==> config.mk <==
export PLATFORM = sky130hd
export DESIGN_NAME = percent_uri_codec_core
export DESIGN_NICKNAME = d
export VERILOG_FILES = /design/src/pcodec_pkg.sv /design/src/pcodec_front.sv /design/src/pcodec_queue.sv /design/src/pcodec_back.sv /design/src/percent_uri_codec_core.sv
export VERILOG_INCLUDE_DIRS = /design/src /design/src/src
export SDC_FILE = /design/constraint.sdc
export NUM_CORES = 1
export LEC_CHECK = 0
export ABC_AREA = 0
export BUFFER_PORTS_ARGS = -buffer_cell sky130_fd_sc_hd__buf_4
export CORE_ASPECT_RATIO = 1.5
export CORE_MARGIN = 4
export CORE_UTILIZATION = 54
export DETAILED_ROUTE_END_ITERATION = 8
export PLACE_DENSITY = 0.77
export SETUP_SLACK_MARGIN = 0.3
export SLEW_MARGIN = 20
export SYNTH_ARGS = -nofsm -noshare
export SYNTH_HDL_FRONTEND = slang
export SYNTH_SLANG_ARGS = --single-unit
==> constraint.sdc <==
create_clock -name i_clk -period 5.8 [get_ports i_clk]
set_clock_uncertainty 0.15 [all_clocks]
set_input_delay 1.45 -clock i_clk [delete_from_list [all_inputs] [get_ports i_clk]]
set_output_delay 1.45 -clock i_clk [all_outputs]
set_load 0.03 [all_outputs]
==> src/percent_uri_codec_core_macros.svh <==
// Assertion macros of the percent URI codec RTL.
`ifndef PERCENT_URI_CODEC_CORE_MACROS_SVH
`define PERCENT_URI_CODEC_CORE_MACROS_SVH

`ifndef SYNTHESIS
// Checked on every rising edge of i_clk while the block is out of reset.
`define PCODEC_ASSERT(lbl, prop) \
    lbl: assert property (@(posedge i_clk) disable iff (!i_rst_n) prop) \
        else $error("pcodec assertion failed");
// Checked on every rising edge of i_clk, reset included.
`define PCODEC_ASSERT_ALWAYS(lbl, prop) \
    lbl: assert property (@(posedge i_clk) prop) \
        else $error("pcodec assertion failed");
`else
`define PCODEC_ASSERT(lbl, prop)
`define PCODEC_ASSERT_ALWAYS(lbl, prop)
`endif

`endif

==> src/pcodec_pkg.sv <==
// Types, constants and byte classification functions of the percent URI codec.
package pcodec_pkg;

    localparam int unsigned Q_DEPTH    = 2;
    localparam int unsigned CFG_IDX_W  = 2;
    localparam int unsigned CFG_DATA_W = 64;

    localparam logic [CFG_IDX_W-1:0] REG_MODE    = 2'd0;
    localparam logic [CFG_IDX_W-1:0] REG_EXTRA_LO = 2'd1;
    localparam logic [CFG_IDX_W-1:0] REG_EXTRA_HI = 2'd2;

    localparam logic MODE_ENCODE = 1'b0;
    localparam logic MODE_DECODE = 1'b1;

    localparam logic [7:0] CH_PCT = 8'h25;

    typedef struct packed {
        logic        mode;
        logic [63:0] extra_lo;
        logic [63:0] extra_hi;
    } t_cfg;

    // Up to three output bytes produced by one input byte.
    typedef struct packed {
        logic [2:0][7:0] bytes;
        logic [1:0]      cnt;
        logic            last;
    } t_group;

    typedef struct packed {
        logic full;
        logic empty;
    } t_q_status;

    function automatic logic is_literal(logic [7:0] b, logic [63:0] lo, logic [63:0] hi);
        logic fixed;
        fixed = (b inside {[8'h61:8'h7A], [8'h41:8'h5A], [8'h30:8'h39]}) ||
                (b inside {8'h5F, 8'h2D, 8'h2E, 8'h21, 8'h7E, 8'h27, 8'h28, 8'h29, 8'h2A});
        if (fixed) begin
            return 1'b1;
        end else if (b[7]) begin
            return 1'b0;
        end else if (b[6]) begin
            return hi[b[5:0]];
        end else begin
            return lo[b[5:0]];
        end
    endfunction

    function automatic logic is_hex(logic [7:0] b);
        return b inside {[8'h30:8'h39], [8'h61:8'h66], [8'h41:8'h46]};
    endfunction

    // Only meaningful for a byte that is_hex accepts.
    function automatic logic [3:0] hex_value(logic [7:0] b);
        if (b inside {[8'h30:8'h39]}) begin
            return b[3:0];
        end else begin
            return b[3:0] + 4'd9;
        end
    endfunction

    function automatic logic [7:0] hex_char(logic [3:0] v);
        if (v < 4'd10) begin
            return 8'h30 + {4'd0, v};
        end else begin
            return 8'h37 + {4'd0, v};
        end
    endfunction

endpackage

==> src/pcodec_front.sv <==
// Front end: accepts input words, tracks the held decode bytes, builds output groups.
module pcodec_front (
    input  logic                  i_clk,
    input  logic                  i_rst_n,
    input  pcodec_pkg::t_cfg      i_cfg,
    input  logic                  i_clr,
    input  logic                  i_valid,
    output logic                  o_ready,
    input  logic [7:0]            i_byte,
    input  logic                  i_last,
    input  logic                  i_space,
    output logic                  o_push,
    output pcodec_pkg::t_group    o_grp
);
    import pcodec_pkg::*;

    localparam logic [1:0] PEND_NONE  = 2'd0;
    localparam logic [1:0] PEND_PCT   = 2'd1;
    localparam logic [1:0] PEND_DIGIT = 2'd2;

    logic [1:0] r_pcnt, n_pcnt;
    logic [7:0] r_pdig, n_pdig;
    t_group     grp;
    logic       accept;

    always_comb begin
        logic       use_fresh;
        logic [1:0] pn;
        n_pcnt    = r_pcnt;
        n_pdig    = r_pdig;
        grp       = '0;
        use_fresh = 1'b0;
        pn        = 2'd0;
        if (i_cfg.mode == MODE_ENCODE) begin
            n_pcnt = PEND_NONE;
            n_pdig = 8'd0;
            if (is_literal(i_byte, i_cfg.extra_lo, i_cfg.extra_hi)) begin
                grp.bytes[0] = i_byte;
                grp.cnt      = 2'd1;
            end else begin
                grp.bytes[0] = CH_PCT;
                grp.bytes[1] = hex_char(i_byte[7:4]);
                grp.bytes[2] = hex_char(i_byte[3:0]);
                grp.cnt      = 2'd3;
            end
        end else begin
            case (r_pcnt)
                PEND_PCT: begin
                    if (is_hex(i_byte) && !i_last) begin
                        n_pcnt = PEND_DIGIT;
                        n_pdig = i_byte;
                    end else begin
                        grp.bytes[0] = CH_PCT;
                        pn           = 2'd1;
                        use_fresh    = 1'b1;
                    end
                end
                PEND_DIGIT: begin
                    n_pdig = 8'd0;
                    if (is_hex(i_byte)) begin
                        grp.bytes[0] = {hex_value(r_pdig), hex_value(i_byte)};
                        grp.cnt      = 2'd1;
                        n_pcnt       = PEND_NONE;
                    end else begin
                        grp.bytes[0] = CH_PCT;
                        grp.bytes[1] = r_pdig;
                        pn           = 2'd2;
                        use_fresh    = 1'b1;
                    end
                end
                default: begin
                    use_fresh = 1'b1;
                end
            endcase
            if (use_fresh) begin
                if (i_byte == CH_PCT && !i_last) begin
                    n_pcnt  = PEND_PCT;
                    grp.cnt = pn;
                end else begin
                    n_pcnt        = PEND_NONE;
                    grp.bytes[pn] = i_byte;
                    grp.cnt       = pn + 2'd1;
                end
            end
        end
        if (i_last) begin
            n_pcnt = PEND_NONE;
            n_pdig = 8'd0;
        end
        grp.last = i_last;
    end

    assign o_ready = i_space;
    assign accept  = i_valid && i_space;
    assign o_push  = accept && (grp.cnt != 2'd0);
    assign o_grp   = grp;

    always_ff @(posedge i_clk) begin
        if (!i_rst_n || i_clr) begin
            r_pcnt <= PEND_NONE;
            r_pdig <= 8'd0;
        end else if (accept) begin
            r_pcnt <= n_pcnt;
            r_pdig <= n_pdig;
        end
    end

endmodule

==> src/pcodec_queue.sv <==
// Short queue of output groups between the front end and the back end.
module pcodec_queue #(
    parameter int unsigned DEPTH = pcodec_pkg::Q_DEPTH
) (
    input  logic                   i_clk,
    input  logic                   i_rst_n,
    input  logic                   i_push,
    input  pcodec_pkg::t_group     i_grp,
    input  logic                   i_pop,
    output pcodec_pkg::t_group     o_head,
    output pcodec_pkg::t_q_status  o_stat
);
    import pcodec_pkg::*;

    localparam int unsigned PW = (DEPTH > 1) ? $clog2(DEPTH) : 1;
    localparam int unsigned CW = $clog2(DEPTH + 1);
    localparam logic [PW-1:0] LAST_PTR = PW'(DEPTH - 1);
    localparam logic [CW-1:0] FULL_CNT = CW'(DEPTH);

    t_group        r_mem [DEPTH];
    logic [PW-1:0] r_wr, r_rd;
    logic [CW-1:0] r_count;
    logic          do_push, do_pop;

    assign o_stat.full  = (r_count == FULL_CNT);
    assign o_stat.empty = (r_count == '0);
    assign do_push      = i_push && !o_stat.full;
    assign do_pop       = i_pop && !o_stat.empty;
    assign o_head       = r_mem[r_rd];

    always_ff @(posedge i_clk) begin
        if (do_push) begin
            r_mem[r_wr] <= i_grp;
        end
    end

    always_ff @(posedge i_clk) begin
        if (!i_rst_n) begin
            r_wr    <= '0;
            r_rd    <= '0;
            r_count <= '0;
        end else begin
            if (do_push) begin
                r_wr <= (r_wr == LAST_PTR) ? '0 : r_wr + 1'b1;
            end
            if (do_pop) begin
                r_rd <= (r_rd == LAST_PTR) ? '0 : r_rd + 1'b1;
            end
            if (do_push && !do_pop) begin
                r_count <= r_count + 1'b1;
            end else if (do_pop && !do_push) begin
                r_count <= r_count - 1'b1;
            end
        end
    end

endmodule

==> src/pcodec_back.sv <==
// Back end: sends group bytes through an output register, one word per cycle while i_ready is high.
module pcodec_back (
    input  logic                   i_clk,
    input  logic                   i_rst_n,
    input  pcodec_pkg::t_group     i_head,
    input  pcodec_pkg::t_q_status  i_stat,
    output logic                   o_pop,
    output logic                   o_busy,
    output logic                   o_valid,
    input  logic                   i_ready,
    output logic [7:0]             o_byte,
    output logic                   o_last
);
    import pcodec_pkg::*;

    t_group     r_cur;
    logic       r_cur_valid;
    logic [1:0] r_idx;
    logic       r_out_valid;
    logic [7:0] r_out_byte;
    logic       r_out_last;
    logic       load_out, cur_take, cur_done;

    assign load_out = !r_out_valid || i_ready;
    assign cur_take = load_out && r_cur_valid;
    assign cur_done = cur_take && (r_idx == r_cur.cnt - 2'd1);
    assign o_pop    = !i_stat.empty && (!r_cur_valid || cur_done);
    assign o_busy   = r_cur_valid;
    assign o_valid  = r_out_valid;
    assign o_byte   = r_out_byte;
    assign o_last   = r_out_last;

    always_ff @(posedge i_clk) begin
        if (!i_rst_n) begin
            r_cur_valid <= 1'b0;
            r_idx       <= 2'd0;
            r_out_valid <= 1'b0;
        end else begin
            if (o_pop) begin
                r_cur_valid <= 1'b1;
                r_idx       <= 2'd0;
            end else if (cur_done) begin
                r_cur_valid <= 1'b0;
            end else if (cur_take) begin
                r_idx <= r_idx + 2'd1;
            end
            if (load_out) begin
                r_out_valid <= r_cur_valid;
            end
        end
    end

    always_ff @(posedge i_clk) begin
        if (o_pop) begin
            r_cur <= i_head;
        end
        if (cur_take) begin
            r_out_byte <= r_cur.bytes[r_idx];
            r_out_last <= r_cur.last && (r_idx == r_cur.cnt - 2'd1);
        end
    end

endmodule

==> src/percent_uri_codec_core.sv <==
// Top level of the streaming URI percent encoder and decoder.
//
//  Channel  | Valid / ready            | Payload
//  ---------+--------------------------+------------------------------------
//  config   | i_cfg_valid / o_cfg_ready| i_cfg_index, i_cfg_data
//  input    | i_valid / o_ready        | i_in_byte, i_in_last
//  output   | o_valid / i_ready        | o_out_byte, o_out_last
//
// Each input word is classified by the front end in the cycle it is accepted,
// so the input side can take one word per cycle while the queue has room.
// The back end delivers one output word per cycle while i_ready is high. An
// input byte yields none while it is held in an escape, one for a literal or
// decoded byte, one to three when a broken escape is flushed, three if encoded.
// Reset (synchronous, active low) clears the registers, held bytes, queue and
// output register. A stalled output fills the queue and then drops o_ready.
module percent_uri_codec_core #(
    parameter int unsigned QUEUE_DEPTH = pcodec_pkg::Q_DEPTH
) (
    input  logic                              i_clk,
    input  logic                              i_rst_n,
    input  logic                              i_cfg_valid,
    output logic                              o_cfg_ready,
    input  logic [pcodec_pkg::CFG_IDX_W-1:0]  i_cfg_index,
    input  logic [pcodec_pkg::CFG_DATA_W-1:0] i_cfg_data,
    input  logic                              i_valid,
    output logic                              o_ready,
    input  logic [7:0]                        i_in_byte,
    input  logic                              i_in_last,
    output logic                              o_valid,
    input  logic                              i_ready,
    output logic [7:0]                        o_out_byte,
    output logic                              o_out_last
);
    import pcodec_pkg::*;

    `include "percent_uri_codec_core_macros.svh"

    // Configuration registers. Writes are always taken; an index past the
    // last register is simply ignored.
    t_cfg      r_cfg;
    logic      cfg_wr;
    logic      mode_wr;
    logic      push, pop, back_busy;
    t_group    grp, head;
    t_q_status q_stat;

    assign o_cfg_ready = 1'b1;
    assign cfg_wr      = i_cfg_valid && o_cfg_ready;
    assign mode_wr     = cfg_wr && (i_cfg_index == REG_MODE);

    always_ff @(posedge i_clk) begin
        if (!i_rst_n) begin
            r_cfg <= '0;
        end else if (cfg_wr) begin
            case (i_cfg_index)
                REG_MODE:     r_cfg.mode     <= i_cfg_data[0];
                REG_EXTRA_LO: r_cfg.extra_lo <= i_cfg_data;
                REG_EXTRA_HI: r_cfg.extra_hi <= i_cfg_data;
                default: begin
                end
            endcase
        end
    end

    // The front end works out the whole group for a byte at once and drops
    // any partial escape when the mode register is written.
    pcodec_front u_front (
        .i_clk   (i_clk),
        .i_rst_n (i_rst_n),
        .i_cfg   (r_cfg),
        .i_clr   (mode_wr),
        .i_valid (i_valid),
        .o_ready (o_ready),
        .i_byte  (i_in_byte),
        .i_last  (i_in_last),
        .i_space (!q_stat.full),
        .o_push  (push),
        .o_grp   (grp)
    );

    // Groups wait here so that the input side keeps running while the
    // back end spells out a three-byte escape.
    pcodec_queue #(
        .DEPTH (QUEUE_DEPTH)
    ) u_queue (
        .i_clk   (i_clk),
        .i_rst_n (i_rst_n),
        .i_push  (push),
        .i_grp   (grp),
        .i_pop   (pop),
        .o_head  (head),
        .o_stat  (q_stat)
    );

    // The back end walks each group byte by byte; the last flag only goes
    // on the final byte of a group that came from a last input byte.
    pcodec_back u_back (
        .i_clk   (i_clk),
        .i_rst_n (i_rst_n),
        .i_head  (head),
        .i_stat  (q_stat),
        .o_pop   (pop),
        .o_busy  (back_busy),
        .o_valid (o_valid),
        .i_ready (i_ready),
        .o_byte  (o_out_byte),
        .o_last  (o_out_last)
    );

    // Every byte accepted in encode mode produces at least one output word.
    `PCODEC_ASSERT(a_encode_pushes, (i_valid && o_ready && r_cfg.mode == MODE_ENCODE) |-> push)
    // Nothing can appear at the output without a group queued or in progress.
    `PCODEC_ASSERT(a_no_spurious_out, (!o_valid && q_stat.empty && !back_busy) |=> !o_valid)
    // The output register is empty in the cycle after a reset cycle.
    `PCODEC_ASSERT_ALWAYS(a_reset_clears_out, !i_rst_n |=> !o_valid)

endmodule
==> impl_metrics.tcl <==
set metrics [dict create \
    synth-edff-count 90 \
    die_area_um2 23500 \
    critical_path_buf_inv_count 2 \
    grt_pass1_wl_um 44000 \
    ys_top_cells_by_area "dfxtp_1 (26%), edfxtp_1 (24%), nand2_1 (10%), a21boi_0 (8.6%), mux2i_1 (4.4%)" \
    period_minus_slack_ns 5.02 \
    power_frac_seq_pct 48.7 \
    p_int_w 0.00316 \
    holdBufCountCts 0 \
    clockPowerShare_pct 33.2 \
    r2r_slack_ns 2.58 \
    crit_end "u_queue.r_count[1]$_SDFFE_PN0P_" \
    worstSetupEndpointType "register" \
    setup_viol 0 \
    drcViolationCount 0 \
    powerDensity_nw_per_um2 335 \
    io_buffers 90 \
    yosys.cell_count.top_type "nand2_1" \
    start_util_pct 55.3 \
    path_depth 14 \
    grt_pass1_vias 8490 \
    clockRootBuffer "clkbuf_16" \
    crit_path_start_kind "input port" \
    cts_tree "built" \
    p_comb_share_pct 18.0 \
    cp_cell_sequence "buf_4 > inv_1 > ha_1 > or4b_1 > o221ai_1 > o32a_2 > and2_1 > o21a_1 > ha_1 > a311oi_1 > o21a_1 > ha_1 > or3_1 > a21boi_0" \
    cp_top_family "compound AO/OA/AOI/OAI gates" \
    setup_tns_ns 0 \
    yosysTopAreaCell "dfxtp_1" \
    yosysTopAreaCellShare_pct 25.8 \
    max-vdd-ir-drop_mv 0.248 \
    slew_violations 0 \
    gp_congestion 0.922 \
    postSynthAreaPerCell_um2 9.82 \
    fin_crit_sh_pct 86.6 \
    crit_path_start "i_in_byte[1]" \
    crit_fanout 14 \
    num-fill-cells 1696 \
    hold_viol_final 0 \
    required_ns 6.07 \
    rsz0062_at_grt "false" \
    hp-class "register to register" \
    critPathMaxStageDelay_ns 0.63 \
    die_w_um 127 \
    cp_common_cell "ha_1" \
    path_class "input port to register" \
    grt_overflow 0 \
    boundaryPins 92 \
    cts_made_buffers 22 \
    num_vias 8519 \
    slowest_stage "or4b_1" \
    routed_wl_um 27900 \
    core-area_um2 20600 \
    hpwl_um 19600 \
    grt_max_degree 129 \
    dieHeight_um 186 \
    area_delta_synth_final_pct 13.3 \
    antenna_found_initial 0 \
    sw_frac_of_total_pct 26.9 \
    synth-seq-area-share_pct 49.6 \
    synth-seq-cells 237 \
    leakage_nw 4.56 \
    clock-sinks 237 \
    path_clk_slew_ns 0.06 \
    drt_first_pass_iters 5 \
    ant_nets 0 \
    drtIter0Drc 443 \
    cp.arrival_ns 5.30 \
    worstReg2RegStart "u_front.r_pcnt[0]$_SDFFE_PP0P_" \
    cts-htree-levels 1 \
    ctsLongestPathBuffers 3 \
    groute.usage.overall_pct 23.3 \
    cap_violations 0 \
    total_power_w 0.00432 \
    netlist_area_um2 11400 \
    synth_warnings 0 \
    cts_setup_buffers 0 \
    ys_types 68 \
    drive_gt1_share_pct 16.5 \
    max_freq_ghz 0.199 \
    antenna_cells 0 \
    clk_latency_ns 0.51 \
    via_per_inst 5.73 \
    rr_worst_depth 10 \
    outcome "finished, final reports clean" \
    synthFlopType "dfxtp_1" \
    fin_nets 1306 \
    tightest_slew_ns 1.06 \
    ctsResizeCount 0 \
    wire_per_inst_um 18.8 \
    relSlewSlack_pct 29.4 \
    num_rows 64 \
    p_sw_w 0.00116 \
    synth_nets 1260 \
    synthCells 1160 \
    ys_top_cells_by_count "nand2_1 (305), dfxtp_1 (147), a21boi_0 (131)" \
    r2r-end "u_queue.r_count[1]$_SDFFE_PN0P_" \
    synth_async_sr_flop_share_pct 0 \
]
area by class of cell:
class	count	area, um2	share of cell area, %
multi-input combinational	820	5330	41.3
clock inverter	14	134	1.04
inverter	18	67.6	0.524
timing repair buffer	107	803	6.23
tap	264	330	2.56
clock buffer	26	587	4.55
sequential	237	5650	43.8
kinds of logic (layout without fill, tap and decap cells):
logic type | after synthesis | count (layout) | share of synthesized area, %
muxes | 98 | 98 | 10.8
buffers and inverters | 103 | 165 | 3.75
AOI/OAI and AO/OA | 266 | 266 | 16.9
DFF | 237 | 237 | 49.6
xor gates and xnor gates | 11 | 11 | 0.846
adders and majority gates | 20 | 20 | 2.20
and+or+nand+nor | 424 | 424 | 15.8
other | 1 | 1 | 0.0329
tightest hold or removal path: stages, from the launching register on:
cell	delay [ns]
dfxtp_1	0.31
nand2_1	0.04
a21boi_0	0.06
per-layer routing:
layer | GRT usage (%) | vias to the layer above | routed length (um)
met4 | 10.6 | 0 | 1290
li1 | - | 4163 | -
met5 | 0 | - | 0
met2 | 44.2 | 250 | 14900
met1 | 25.8 | 4036 | 10500
met3 | 2.56 | 70 | 1190
registers in the layout, summed over array words and instances (netlist names):
register and cells:
r_cfg 129, u_back.o_busy 1, u_back.o_byte 8, u_back.o_last 1, u_back.o_valid 1, u_back.r_cur 27
u_back.r_idx 2, u_front.r_pcnt 2, u_front.r_pdig 8, u_queue.r_count 2, u_queue.r_mem 54, u_queue.r_rd 1
u_queue.r_wr 1
placed cells by master, fill, tap and decap left out, types with 8 or more instances in the layout:
master     synthesis  layout
nand2_1          305     305
dfxtp_1          147     147
a21boi_0         131     131
buf_4              4     107
edfxtp_1          90      90
mux2i_1           50      50
nor2_1            36      35
mux2_2            31      31
o21ai_0           29      29
clkbuf_16          0      23
a21oi_1           20      20
ha_1              20      20
a22oi_1           19      19
nor3_1            18      18
inv_1             17      17
mux4_2            17      17
nand2b_1          11      11
and2_1            11      11
xnor2_1            9       9
nor2b_1            9       8
a211oi_1           8       8
o2bb2ai_1          8       8
power by group through the flow:
stage | Sequential, W | Combinational [W] | Clock [W]
6_report | 0.00211 | 0.000779 | 0.00144
5_1_grt | 0.00212 | 0.000850 | 0.00154
4_1_cts | 0.00211 | 0.000788 | 0.00147
3_5_place_dp | 0.00215 | 0.000785 | 0
3_3_place_gp | 0.00213 | 0.000774 | 0
2_1_floorplan | 0.00216 | 0.000507 | 0
worst min-delay path by stage:
stage          slack (ns)                      end                     from  cells after the start
2_1_floorplan        0.29  r_cfg[103]$_SDFFE_PN0P_  r_cfg[103]$_SDFFE_PN0P_                      2
3_3_place_gp         0.30  r_cfg[119]$_SDFFE_PN0P_  r_cfg[119]$_SDFFE_PN0P_                      2
3_5_place_dp         0.31   r_cfg[62]$_SDFFE_PN0P_   r_cfg[62]$_SDFFE_PN0P_                      2
4_1_cts              0.32   r_cfg[62]$_SDFFE_PN0P_   r_cfg[62]$_SDFFE_PN0P_                      2
5_1_grt              0.33    r_cfg[6]$_SDFFE_PN0P_    r_cfg[6]$_SDFFE_PN0P_                      2
6_report             0.31   r_cfg[90]$_SDFFE_PN0P_   r_cfg[90]$_SDFFE_PN0P_                      2
stage by stage:
step                      utilization, %  hold slack (ns)  worst slack, ns  std cells  cell area, um2
after floorplan                        -            0.290            0.339       1160           11400
after global placement              59.2            0.301            0.329       1446           12200
after detailed placement            59.2            0.307            0.300       1446           12200
after CTS                           62.7            0.316            0.807       1486           12900
after global routing                62.7            0.333            0.555       1486           12900
final                               62.7            0.314            0.775       1486           12900
Power figures use the tool's default switching activity.
